--- src/design/assert_macros.svh ---
// Assertion macros used by the top level design file
`ifndef ASSERT_MACROS_SVH
`define ASSERT_MACROS_SVH
// Concurrent check on the rising clock edge, masked while reset is low
`define CQS_ASSERT(lbl, clk, rstn, prop, msg) \
  lbl: assert property (@(posedge clk) disable iff (!rstn) prop) else $error(msg);
// Implication check: when ante holds, cons must hold on the same edge
`define CQS_ASSERT_IMP(lbl, clk, rstn, ante, cons, msg) \
  `CQS_ASSERT(lbl, clk, rstn, (ante) |-> (cons), msg)
`endif

--- src/design/cqs_pkg.sv ---
// Shared types, constants and arithmetic helpers of the curve segment quad setup
`timescale 1ns / 1ps
package cqs_pkg;

  localparam int FracBits  = 4;
  localparam int ClipShift = 15 - FracBits;
  localparam int DivStages = 17;

  localparam logic [1:0] RegContainerWidth  = 2'd0;
  localparam logic [1:0] RegContainerHeight = 2'd1;
  localparam logic [1:0] RegContainerOffX   = 2'd2;
  localparam logic [1:0] RegContainerOffY   = 2'd3;

  typedef logic signed [17:0] coord_t;

  typedef struct packed {
    logic signed [15:0] sx;
    logic signed [15:0] sy;
    logic signed [15:0] cx;
    logic signed [15:0] cy;
    logic signed [15:0] ex;
    logic signed [15:0] ey;
    coord_t             lo_x;
    coord_t             lo_y;
    coord_t             hi_x;
    coord_t             hi_y;
  } bbox_t;

  typedef struct packed {
    logic        neg;
    logic        hsat;
    logic [16:0] rem;
    logic [15:0] low;
  } div_prep_t;

  typedef struct packed {
    logic [3:0]  neg;
    logic [3:0]  hsat;
    logic [5:0]  nsat;
    logic [5:0]  nzero;
    logic [16:0] w;
    logic [16:0] h;
  } side_t;

  function automatic coord_t min3(coord_t a, coord_t b, coord_t c);
    coord_t m;
    m = (a < b) ? a : b;
    return (m < c) ? m : c;
  endfunction

  function automatic coord_t max3(coord_t a, coord_t b, coord_t c);
    coord_t m;
    m = (a > b) ? a : b;
    return (m > c) ? m : c;
  endfunction

  // one restoring step: {quotient bit, new remainder}
  function automatic logic [17:0] div_step(logic [16:0] rem, logic [16:0] den, logic b);
    logic [17:0] t;
    logic [17:0] s;
    t = {rem, b};
    s = t - {1'b0, den};
    if (t >= {1'b0, den}) return {1'b1, s[16:0]};
    return {1'b0, t[16:0]};
  endfunction

  // clip: Y = num*2^ClipShift + size*2^14, result = floor(Y/size) - 2^15
  function automatic div_prep_t clip_prep(coord_t edge_v, logic signed [12:0] off,
                                          logic [12:0] size);
    logic [12:0]        sz;
    logic signed [21:0] num;
    logic signed [31:0] y;
    div_prep_t          r;
    sz    = (size == '0) ? 13'd1 : size;
    num   = (22'(off) <<< FracBits) + 22'(edge_v);
    y     = (32'(num) <<< ClipShift) + 32'({sz, 14'b0});
    r.neg  = y[31];
    r.hsat = y[30:16] >= {2'b00, sz};
    r.rem  = {4'b0, y[28:16]};
    r.low  = y[15:0];
    return r;
  endfunction

  function automatic logic [15:0] clip_out(logic neg, logic hsat, logic [15:0] q);
    if (neg)  return 16'h8000;
    if (hsat) return 16'h7FFF;
    return q ^ 16'h8000;
  endfunction

  function automatic logic [15:0] norm_out(logic zero, logic sat, logic [15:0] q);
    if (zero) return 16'h0000;
    if (sat)  return 16'hFFFF;
    return q;
  endfunction

endpackage

--- src/design/cqs_div.sv ---
// Pipelined restoring divider, one quotient bit per stage
`timescale 1ns / 1ps
module cqs_div import cqs_pkg::*; (
  input  logic        clk_i,
  input  logic        en_i,
  input  logic [16:0] rem_i,
  input  logic [16:0] den_i,
  input  logic [15:0] low_i,
  output logic [15:0] quo_o
);

  logic [16:0] rem_q [DivStages];
  logic [16:0] den_q [DivStages];
  logic [15:0] low_q [DivStages];
  logic [15:0] quo_q [DivStages];

  always_ff @(posedge clk_i) begin
    if (en_i) begin
      rem_q[0] <= rem_i;
      den_q[0] <= den_i;
      low_q[0] <= low_i;
      quo_q[0] <= '0;
    end
  end

  for (genvar k = 1; k < DivStages; k++) begin : g_step
    logic [17:0] step;
    assign step = div_step(rem_q[k-1], den_q[k-1], low_q[k-1][15]);
    always_ff @(posedge clk_i) begin
      if (en_i) begin
        rem_q[k] <= step[16:0];
        den_q[k] <= den_q[k-1];
        low_q[k] <= {low_q[k-1][14:0], 1'b0};
        quo_q[k] <= {quo_q[k-1][14:0], step[17]};
      end
    end
  end

  assign quo_o = quo_q[DivStages-1];

endmodule

--- config.mk ---
export PLATFORM = sky130hd
export DESIGN_NAME = cqs_div
export DESIGN_NICKNAME = d
export VERILOG_FILES = /design/src/design/assert_macros.svh /design/src/design/cqs_pkg.sv /design/src/design/cqs_div.sv
export SDC_FILE = /design/constraint.sdc
export NUM_CORES = 1
export LEC_CHECK = 0
export BUFFER_PORTS_ARGS = -buffer_cell sky130_fd_sc_hd__buf_2
export CAP_MARGIN = 20
export CORE_MARGIN = 4
export CORE_UTILIZATION = 23
export CTS_BUF_LIST = sky130_fd_sc_hd__clkbuf_4 sky130_fd_sc_hd__clkbuf_8
export CTS_CLUSTER_SIZE = 12
export DETAILED_ROUTE_END_ITERATION = 12
export GPL_TIMING_DRIVEN = 0
export PLACE_DENSITY = 0.42
export SYNTH_ARGS = -nofsm -noshare
export SYNTH_HDL_FRONTEND = slang
export SYNTH_SLANG_ARGS = --single-unit
--- constraint.sdc ---
create_clock -name clk_i -period 4.5 [get_ports clk_i]
set_clock_uncertainty 0.05 [all_clocks]
set_input_delay 0.225 -clock clk_i [delete_from_list [all_inputs] [get_ports clk_i]]
set_output_delay 0.225 -clock clk_i [all_outputs]
set_load 0.005 [all_outputs]
==> flow_summary_export.csv, run 1 <==
group,metric,value,unit
status,run_status,"finished clean",
worst_hold_path,timing.hold.worst.class,"flip-flop to flip-flop",
grt,global_route.overflow_total,0,
critical_path,critPathLaunchType,"flip-flop",
yosys,synth_warnings,0,
detailed_routing,routed_wl,85200,microns
layout,layout.cell_area.non_filler,0.0483,sq mm
clocking,cts_max_path_buffers,3,
yosys,synth_nets,3457,
sta,maxClockFrequency,237,MHz
floorplan,fp.dieH,428,microns
yosys,async_flop_share,0,
grt,gr-usage-all-layers,0.0922,
critical_path,worst-path-max-fanout,10,
critical_path,endpoint_kind,"flip-flop",
detailed_routing,route.detailed.wl_per_inst,14.5,microns
sta,finalSetupViolCount,0,
grt,grt_pass1_wl,136000,microns
floorplan,coreArea,0.175,sq mm
pwr,cellPowerDensity,649,mW/mm^2
pwr,leakagePower,18.9,nW
sta,final.period_utilization,0.938,
layout,layout.cells.most_common,"sky130_fd_sc_hd__edfxtp_1",
layout,layout_common_cells,"sky130_fd_sc_hd__edfxtp_1 (816), sky130_fd_sc_hd__inv_1 (337), sky130_fd_sc_hd__ha_1 (272)",
detailed_routing,drtAntennaViolNets,0,
layout,final_layout_size_suffix_gt1_frac,0.144,
yosys,yosys_most_used_dff,"sky130_fd_sc_hd__edfxtp_1",
clocking,cts.htree.levels,4,
yosys,ys_seq_elements,816,
critical_path,path_class,"flip-flop to flip-flop",
clocking,cts_inserted_buffers,161,
place,dpl-instance-area,0.0440,sq mm
yosys,synthTopCellsByArea,"sky130_fd_sc_hd__edfxtp_1 (60%), sky130_fd_sc_hd__ha_1 (8.4%), sky130_fd_sc_hd__mux2_2 (4.1%)",
critical_path,timing.critical_path.required,5.03,ns
place,routabilityCongestion,0.818,
clocking,cts.sink_count,816,
sta,finalHoldViolations,0,
yosys,number_of_cells_produced_by_synthesis,3118,
sta,slew_viol_final,0,
sta,relative_slew_slack,0.361,
detailed_routing,drtIter0Drc,1225,
layout,areaGrowthSynthToFinish,18.9,%
yosys,synth_largest_type_area_fraction,0.604,
yosys,syn_avg_cell_area,13.0,sq um
yosys,synth_area,0.0406,sq mm
grt,grt_max_degree,124,
layout,layout.core_utilization,0.276,
detailed_routing,viasPerCell,4.13,
yosys,synth_edf_count,816,
detailed_routing,vias,24400,
floorplan,design.portCount,68,
clocking,tritoncts,"built",
sta,rsz0062_at_grt,"false",
clocking,cts_root_buffer,"sky130_fd_sc_hd__clkbuf_8",
detailed_routing,drt_pre_antenna_iters,7,
sta,final_period_minus_worst_setup_slack,4.22,ns
critical_path,worst_ep_arrival_time,4.75,ns
place,dp_hpwl,60600,microns
floorplan,floorplan.initialDensity,0.232,
floorplan,die_area,0.183,sq mm
yosys,synth.lib_cells_used.distinct,77,
layout,layout.filler_cells,18000,
job,max_cap_viol_count,0,
grt,grt_pass1_vias,25300,
yosys,synth_seq_area_share,0.604,
grt,antenna_violations_before_repair,2,
place,port_buffers,67,
layout,nNetsFinal,3800,
floorplan,die_w,428,microns
floorplan,rows,153,
pwr,vdd_drop_max,0.000303,V
clocking,worst_setup_hold_path_clk_slew,0.06,ns
yosys,post-synth-top-area-cell,"sky130_fd_sc_hd__edfxtp_1",
clocking,insertion_delay,0.85,ns
detailed_routing,drc,0,
sta,worst_pin_slew,0.934,ns
[worst max-delay path: stages, from the launching register on]
cell and delay (ns):
sky130_fd_sc_hd__edfxtp_1 0.37, sky130_fd_sc_hd__inv_1 0.10, sky130_fd_sc_hd__ha_1 0.18, sky130_fd_sc_hd__inv_1 0.06, sky130_fd_sc_hd__fa_1 0.40, sky130_fd_sc_hd__a21o_1 0.18, sky130_fd_sc_hd__a21oi_1 0.25, sky130_fd_sc_hd__o21bai_1 0.14
sky130_fd_sc_hd__a21oi_1 0.42, sky130_fd_sc_hd__a211oi_1 0.15, sky130_fd_sc_hd__o21ai_0 0.31, sky130_fd_sc_hd__a22o_1 0.27, sky130_fd_sc_hd__buf_2 0.28, sky130_fd_sc_hd__buf_2 0.35, sky130_fd_sc_hd__mux2_2 0.43
[through the flow]
| stage | total power, mW | cells | TNS (ns) | setup slack (ns) | hold slack [ns] |
|---|---|---|---|---|---|
| floorplan | 20.6 | 3118 | 0 | 1.08 | 0.274 |
| global placement | 24.1 | 5510 | -8341.89 | -10.46 | 0.351 |
| detailed placement | 23.9 | 5518 | 0 | 0.235 | 0.353 |
| CTS | 31.9 | 5891 | 0 | 0.179 | 0.232 |
| global route | 33.8 | 5897 | 0 | 0.0610 | 0.282 |
| finish | 31.3 | 5897 | 0 | 0.281 | 0.345 |
[sequential cells by signal (all words and copies together), names as in the netlist]
register  cells
rem_q       272
den_q       272
low_q       136
quo_q       136
[report_power, final]
| part | internal (mW) | total (mW) | switching [mW] |
|---|---|---|---|
| clock network | 4.27 | 7.54 | 3.27 |
| registers | 10.8 | 11.6 | 0.888 |
| logic | 5.58 | 12.1 | 6.55 |
| total | 20.6 | 31.3 | 10.7 |
[final timing paths]
check                              startpoint       endpoint  slack [ns]  cells after the start
worst min-delay path            low_q[0][108]  low_q[0][125]        0.35                      0
worst max register to register  low_q[0][175]  rem_q[0][202]        0.28                     14
worst min register to register  low_q[0][108]  low_q[0][125]        0.35                      0
worst max-delay path            low_q[0][175]  rem_q[0][202]        0.28                     14
[metal layers]
layer	wire, microns	global-route usage	vias to the layer above
li1	-	-	12300
met3	3650	0.0234	187
met2	39700	0.152	430
met5	0	0	-
met1	38600	0.114	11500
met4	3270	0.0416	0
[synthesized netlist by cell type, types with 39 or more instances]
master,number
sky130_fd_sc_hd__nand4_1,39
sky130_fd_sc_hd__mux2_2,149
sky130_fd_sc_hd__nand3_1,39
sky130_fd_sc_hd__nand2_1,145
sky130_fd_sc_hd__a21o_1,125
sky130_fd_sc_hd__edfxtp_1,816
sky130_fd_sc_hd__nor2_1,147
sky130_fd_sc_hd__xor2_1,83
sky130_fd_sc_hd__a21oi_1,223
sky130_fd_sc_hd__inv_1,337
sky130_fd_sc_hd__xnor2_1,109
sky130_fd_sc_hd__o21ai_0,144
sky130_fd_sc_hd__ha_1,272
sky130_fd_sc_hd__clkbuf_1,41
[logic make-up (layout without fill, tap and decap cells)]
| group | count (synthesis) | after routing | synth area share |
|---|---|---|---|
| multiplexers | 175 | 175 | 0.0487 |
| flip-flops | 816 | 816 | 0.604 |
| other | 0 | 2 | 0 |
| AND/OR/NAND/NOR | 541 | 541 | 0.0647 |
| XOR/XNOR | 192 | 192 | 0.0414 |
| AO/OA/AOI/OAI | 714 | 714 | 0.113 |
| adder cells (fa/ha/maj) | 287 | 287 | 0.0913 |
| buffers and inverters | 393 | 845 | 0.0370 |
[final cells by class]
cell class	count	area, sq um	share of cell area
Tap cell	2325	2910	0.0603
Sequential cell	816	24500	0.508
Buffer	56	236	0.00490
Antenna cell	2	5.00	0.000104
Clock buffer	203	2540	0.0527
Inverter	337	1260	0.0262
Timing Repair Buffer	180	1580	0.0328
Clock inverter	69	636	0.0132
Multi-Input combinational cell	1909	14600	0.302
[timing repair]
item                       CTS  global route
hold endpoints to repair   101             0
hold buffers               101             0
setup endpoints to repair    0             8
setup buffers                0             4
gates resized for setup      0             0
Power figures use the tool's default switching activity.
==> inputs of run 2 (changes only) <==
--- a/config.mk
+++ b/config.mk
@@ -7,7 +7,7 @@
 export LEC_CHECK = 0
 export BUFFER_PORTS_ARGS = -buffer_cell sky130_fd_sc_hd__buf_2
 export CAP_MARGIN = 20
-export CORE_MARGIN = 4
+export CORE_MARGIN = 1
 export CORE_UTILIZATION = 23
 export CTS_BUF_LIST = sky130_fd_sc_hd__clkbuf_4 sky130_fd_sc_hd__clkbuf_8
 export CTS_CLUSTER_SIZE = 12
==> constraint.sdc (replaced) <==
create_clock -name clk_i -period 4.3 [get_ports clk_i]
set_clock_uncertainty 0.05 [all_clocks]
set_input_delay 0.215 -clock clk_i [delete_from_list [all_inputs] [get_ports clk_i]]
set_output_delay 0.215 -clock clk_i [all_outputs]
set_load 0.005 [all_outputs]
==> run 2 against run 1 <==
  * First-iteration DRC count shrank 6.0%
  * Critical path type unchanged
  * Power increased by 3.7%
  * Utilization shrank 0.063 points
  * Highest routed layer is now met5
  * Non-clock buffer count down 2
  * Wire length shrank 1.1%
==> flow_summary_export.csv, run 2 (synthesized netlist as in run 1, its figures left out) <==
group,metric,value,unit
critical_path,cpMaxStageDelayCell,"sky130_fd_sc_hd__mux2_2",
grt,gr-usage-all-layers,0.0947,
detailed_routing,vias,24200,
worst_hold_path,timing.hold.worst.class,"flip-flop to flip-flop",
critical_path,path_class,"flip-flop to flip-flop",
sta,maxClockFrequency,245,MHz
detailed_routing,drc,0,
floorplan,die_area,0.178,sq mm
clocking,tritoncts,"built",
place,port_buffers,67,
sta,totalNegativeSetupSlack,0,ns
detailed_routing,routed_wl,84300,microns
clocking,cts_max_path_buffers,3,
sta,worst_pin_slew,1.00,ns
critical_path,endpoint_kind,"flip-flop",
pwr,power.internal,21.2,mW
floorplan,coreArea,0.175,sq mm
grt,grt_pass1_wl,134000,microns
pwr,netSwitchingFraction,0.348,
sta,rsz0062_at_grt,"false",
critical_path,timing.critical_path.required,4.89,ns
pwr,leakagePower,18.8,nW
critical_path,worst_ep_arrival_time,4.67,ns
critical_path,critical_path.reg2reg.endpoint,"rem_q[0][203]",
layout,layout_common_cells,"sky130_fd_sc_hd__edfxtp_1 (816), sky130_fd_sc_hd__inv_1 (337), sky130_fd_sc_hd__ha_1 (272)",
grt,global_route.overflow_total,0,
sta,slew_viol_final,0,
sta,final_period_minus_worst_setup_slack,4.08,ns
worst_hold_path,worst_hold_path_stage_count,0,
layout,layout.core_utilization,0.276,
floorplan,floorplan.initialDensity,0.232,
place,routabilityCongestion,0.822,
detailed_routing,drtAntennaViolNets,0,
clocking,insertion_delay,0.90,ns
critical_path,r2r_start,"low_q[0][175]",
critical_path,ff2ff_setup_slack,0.22,ns
worst_hold_path,worst_hold_path.endpoint,"quo_q[7][1]",
layout,nNetsFinal,3795,
critical_path,timing.critical_path.slowest_cell_delay,0.42,ns
sta,final.period_utilization,0.950,
grt,grt_pass1_vias,24900,
worst_hold_path,start_point_of_the_worst_hold_path,"quo_q[6][0]",
layout,areaGrowthSynthToFinish,18.6,%
layout,finish.cell_count_without_fillers,5902,
job,max_cap_viol_count,0,
critical_path,crit_path_cell_trace,"inv_1 -> ha_1 -> inv_1 -> fa_1 -> a21o_1 -> a21oi_1 -> o21bai_1 -> a21oi_2 -> a211oi_1 -> o21ai_0 -> a22o_1 -> buf_2 -> buf_2 -> mux2_2",
pwr,vdd_drop_max,0.000365,V
floorplan,fp.dieH,422,microns
clocking,cts.sink_count,816,
pwr,totalPowerFinal,32.5,mW
status,run_status,"finished clean",
sta,finalSetupViolCount,0,
critical_path,worst-path-max-fanout,10,
grt,antenna_violations_before_repair,2,
pwr,seqPwrFrac,0.375,
layout,layout.filler_cells,18000,
floorplan,rows,153,
pwr,cellPowerDensity,674,mW/mm^2
clocking,cts_root_buffer,"sky130_fd_sc_hd__clkbuf_8",
pwr,comb_power_share,0.390,
place,placed_cells_incl_taps,5518,
clocking,cts.htree.levels,4,
layout,layout.cells.most_common,"sky130_fd_sc_hd__edfxtp_1",
detailed_routing,route.detailed.wl_per_inst,14.3,microns
clocking,cts_inserted_buffers,158,
layout,final_layout_size_suffix_gt1_frac,0.143,
place,dpl-instance-area,0.0440,sq mm
floorplan,die_w,422,microns
layout,layout.cell_area.non_filler,0.0481,sq mm
floorplan,design.portCount,68,
place,dp_hpwl,59800,microns
pwr,share_clk_of_total_power,0.235,
sta,finalHoldViolations,0,
critical_path,ff2ff_path_depth,14,
sta,worst_hold_slack,0.330,ns
grt,grt_max_degree,120,
place,pre_cts_ws,-0.0217,ns
pwr,power_switching,11.3,mW
clocking,worst_setup_hold_path_clk_slew,0.06,ns
detailed_routing,drt_pre_antenna_iters,4,
critical_path,critPathLaunchType,"flip-flop",
layout,largest_registers,"den_q x272, rem_q x272",
detailed_routing,viasPerCell,4.10,
detailed_routing,drtIter0Drc,1151,
sta,relative_slew_slack,0.313,
sta,postLayoutSetupSlackWorst,0.217,ns
run 2: changes by cell type in the layout (fill, tap and decap cells not counted), moves of 2 or more:
cell                         delta
sky130_fd_sc_hd__clkinv_1      +10
sky130_fd_sc_hd__bufinv_16      -6
sky130_fd_sc_hd__clkbuf_8       -5
sky130_fd_sc_hd__inv_8          +5
sky130_fd_sc_hd__inv_6          -4
sky130_fd_sc_hd__buf_4          -3
sky130_fd_sc_hd__clkbuf_4       +2
sky130_fd_sc_hd__clkinv_2       +2
sky130_fd_sc_hd__clkinvlp_4     +2
sky130_fd_sc_hd__inv_12         +2
run 2: cell type report:
| type | count | area [sq um] | share of cell area |
|---|---|---|---|
| Sequential cell | 816 | 24500 | 0.509 |
| Multi-Input combinational cell | 1909 | 14600 | 0.303 |
| Tap cell | 2325 | 2910 | 0.0604 |
| Clock buffer | 200 | 2490 | 0.0517 |
| Timing Repair Buffer | 178 | 1580 | 0.0328 |
| Inverter | 337 | 1260 | 0.0263 |
| Clock inverter | 80 | 576 | 0.0120 |
| Buffer | 56 | 236 | 0.00491 |
| Antenna cell | 1 | 2.50 | 0.0000520 |
run 2: critical path: cells and delay by family (launching register included):
family          cells  cell delay, ns
compound gates      7            1.65
fa+ha+maj           2            0.59
buf+inv             4            0.79
flops               1            0.36
mux                 1            0.42
run 2: metal layers:
layer  track usage  part of all wire  vias up
li1              -                 -    12300
met1         0.113              0.45    11400
met2         0.158              0.47      364
met3        0.0231             0.039      197
met4        0.0475             0.040        2
met5             0           0.00015        -
run 2: what timing repair did:
action	in CTS	in global routing
pin swaps	1	0
hold buffers	101	0
endpoints found under the setup margin	8	17
setup buffers	2	0
gates resized for setup	0	2
endpoints found under the hold margin	149	0
run 2: power groups by stage:
stage	Sequential (mW)	Combinational (mW)	Clock, mW
floorplan	11.9	9.71	0
CTS	12.2	12.8	8.08
global placement	12.6	12.6	0
detailed placement	12.4	12.6	0
global route	12.4	14.2	8.37
finish	12.2	12.7	7.63
run 2: worst max-delay path by stage:
stage,to,depth (start not counted),slack [ns],from
global placement,quo_q[16][9],1,-10.56,en_i
detailed placement,rem_q[0][182],12,-0.02,den_q[0][153]
floorplan,rem_q[0][179],13,0.88,low_q[0][159]
global route,rem_q[0][203],14,0.006,low_q[0][175]
CTS,rem_q[0][22],12,0.06,den_q[0][0]
finish,rem_q[0][203],14,0.22,low_q[0][175]
==> inputs of run 3 (changes only) <==
--- a/config.mk
+++ b/config.mk
@@ -7,12 +7,14 @@
 export LEC_CHECK = 0
 export BUFFER_PORTS_ARGS = -buffer_cell sky130_fd_sc_hd__buf_2
 export CAP_MARGIN = 20
+export CORE_ASPECT_RATIO = 0.75
 export CORE_MARGIN = 1
 export CORE_UTILIZATION = 23
 export CTS_BUF_LIST = sky130_fd_sc_hd__clkbuf_4 sky130_fd_sc_hd__clkbuf_8
 export CTS_CLUSTER_SIZE = 12
 export DETAILED_ROUTE_END_ITERATION = 12
 export GPL_TIMING_DRIVEN = 0
+export MAX_ROUTING_LAYER = met4
 export PLACE_DENSITY = 0.42
 export SYNTH_ARGS = -nofsm -noshare
 export SYNTH_HDL_FRONTEND = slang
==> run 3 against run 2 <==
  * Sequential share of layout area grew 0.13 points
  * Largest power group unchanged
  * Worst hold slack lost 0.022 ns
  * Global-route usage grew 0.80 points
  * Wire length grew 4.9%
  * Power shrank 0.17%
  * Clock-buffer cell count grew 3
  * First-iteration DRC count grew 40%
  * Critical path depth shrank 2
  * Critical endpoint is now rem_q[0][235]
  * Worst setup slack lost 0.047 ns
  * Non-clock buffer count grew 2
  * Combinational power is essentially flat
  * Utilization shrank 0.17 points
==> flow_summary_export.csv, run 3 (synthesized netlist as in run 1, its figures left out) <==
group,metric,value,unit
grt,antenna_violations_before_repair,3,
critical_path,timing.critical_path.required,4.82,ns
critical_path,endpoint_kind,"flip-flop",
floorplan,fp.dieH,366,microns
status,run_status,"finished clean",
detailed_routing,drtAntennaViolNets,0,
layout,layout.cell_area.non_filler,0.0480,sq mm
critical_path,path_class,"flip-flop to flip-flop",
place,pre_cts_ws,-0.267,ns
sta,slew_viol_final,0,
critical_path,worst_ep_arrival_time,4.65,ns
critical_path,r2r_start,"low_q[0][207]",
detailed_routing,drc,0,
critical_path,worst-path-max-fanout,10,
layout,areaGrowthSynthToFinish,18.4,%
detailed_routing,route.detailed.wl_per_inst,14.9,microns
clocking,cts_root_buffer,"sky130_fd_sc_hd__clkbuf_8",
pwr,cellPowerDensity,675,mW/mm^2
detailed_routing,vias,24500,
clocking,cts.sink_count,816,
floorplan,coreArea,0.175,sq mm
detailed_routing,drt_pre_antenna_iters,5,
sta,relative_slew_slack,0.206,
sta,final_period_minus_worst_setup_slack,4.13,ns
critical_path,critPathLaunchType,"flip-flop",
floorplan,rows,133,
grt,grt_pass1_vias,24200,
clocking,cts_inserted_buffers,153,
pwr,vdd_drop_max,0.000297,V
layout,largest_registers,"den_q x272, rem_q x272",
clocking,worst_setup_hold_path_clk_slew,0.05,ns
layout,layout.cells.most_common,"sky130_fd_sc_hd__edfxtp_1",
sta,rsz0062_at_grt,"false",
clocking,cts_max_path_buffers,3,
place,dpl-instance-area,0.0441,sq mm
sta,worst_pin_slew,1.18,ns
grt,global_route.overflow_total,0,
place,dp_hpwl,61600,microns
job,max_cap_viol_count,0,
sta,worst_hold_slack,0.308,ns
floorplan,design.portCount,68,
grt,gr-usage-all-layers,0.103,
clocking,tritoncts,"built",
layout,nNetsFinal,3792,
layout,layout_common_cells,"sky130_fd_sc_hd__edfxtp_1 (816), sky130_fd_sc_hd__inv_1 (337), sky130_fd_sc_hd__ha_1 (272)",
detailed_routing,viasPerCell,4.14,
sta,finalSetupViolCount,0,
pwr,leakagePower,18.8,nW
clocking,cts.htree.levels,4,
place,port_buffers,67,
floorplan,die_area,0.178,sq mm
layout,final_layout_size_suffix_gt1_frac,0.146,
sta,postLayoutSetupSlackWorst,0.169,ns
detailed_routing,drtIter0Drc,1616,
place,routabilityCongestion,0.857,
sta,finalHoldViolations,0,
critical_path,beginning_of_the_critical_path,"low_q[0][207]",
floorplan,floorplan.initialDensity,0.232,
worst_hold_path,timing.hold.worst.class,"primary input to flip-flop",
grt,grt_max_degree,129,
sta,maxClockFrequency,242,MHz
floorplan,die_w,487,microns
grt,grt_pass1_wl,139000,microns
sta,final.period_utilization,0.961,
worst_hold_path,start_point_of_the_worst_hold_path,"en_i",
detailed_routing,routed_wl,88500,microns
clocking,insertion_delay,0.86,ns
-- run 3: changes by cell type in the layout (fill, tap and decap cells not counted), sizes merged --
cell	delta
inv	-4
clkbuf	+5
clkinvlp	-2
clkinv	-15
bufinv	-3
diode	+5
-- run 3: worst paths after layout --
check	endpoint	cells past startpoint	slack (ns)
setup / recovery	rem_q[0][235]	12	0.17
hold / removal	low_q[0][1]	2	0.31
setup reg to reg	rem_q[0][235]	12	0.17
hold reg to reg	low_q[0][46]	0	0.35
-- run 3: report_power, final --
part	switching (mW)	total [mW]	internal, mW
Sequential	0.892	12.1	11.2
Clock	3.44	7.25	3.81
Combinational	7.13	13.0	5.89
Total	11.5	32.4	20.9
-- run 3: final cells by class --
class                      instances  area, sq um
multi-input combinational       1909        14600
clock buffer                     203         2480
fill                           18000       127000
inverter                         337         1260
timing repair buffer             180         1590
antenna                            6         15.0
tap                             2362         2960
buffer                            56          253
clock inverter                    56          334
sequential                       816        24500
-- run 3: worst max-delay path: stages (launching register included) --
cell,delay (ns)
sky130_fd_sc_hd__edfxtp_1,0.38
sky130_fd_sc_hd__inv_1,0.27
sky130_fd_sc_hd__ha_1,0.24
sky130_fd_sc_hd__inv_1,0.06
sky130_fd_sc_hd__fa_1,0.40
sky130_fd_sc_hd__a21o_1,0.17
sky130_fd_sc_hd__a21oi_1,0.33
sky130_fd_sc_hd__o21a_1,0.22
sky130_fd_sc_hd__o31ai_1,0.20
sky130_fd_sc_hd__a211oi_1,0.51
sky130_fd_sc_hd__o221a_2,0.46
sky130_fd_sc_hd__clkbuf_2,0.37
sky130_fd_sc_hd__o21ai_0,0.18
-- run 3: metal layers --
| layer | vias to the layer above | share of wire | global-route usage |
|---|---|---|---|
| li1 | 12300 | - | - |
| met2 | 538 | 0.37 | 0.128 |
| met4 | 0 | 0.030 | 0.0361 |
| met3 | 202 | 0.055 | 0.0267 |
| met5 | - | 0 | - |
| met1 | 11500 | 0.55 | 0.155 |
-- run 3: what timing repair did --
| action | CTS | global route |
|---|---|---|
| pin swaps | 1 | 1 |
| endpoints found under the setup margin | 48 | 92 |
| hold buffers | 101 | 0 |
| endpoints found under the hold margin | 158 | 0 |
| resized for setup | 6 | 22 |
| buffers inserted | 2 | 1 |
-- run 3: through the flow --
stage	power, mW	instances	utilization	TNS, ns
6_report	32.4	5925	0.274	0
5_1_grt	35.0	5925	0.274	0
4_1_cts	32.8	5917	0.274	0
3_5_place_dp	25.0	5555	0.252	-5.37
3_3_place_gp	25.2	5547	0.250	-8695.90
2_1_floorplan	21.6	3118	-	0
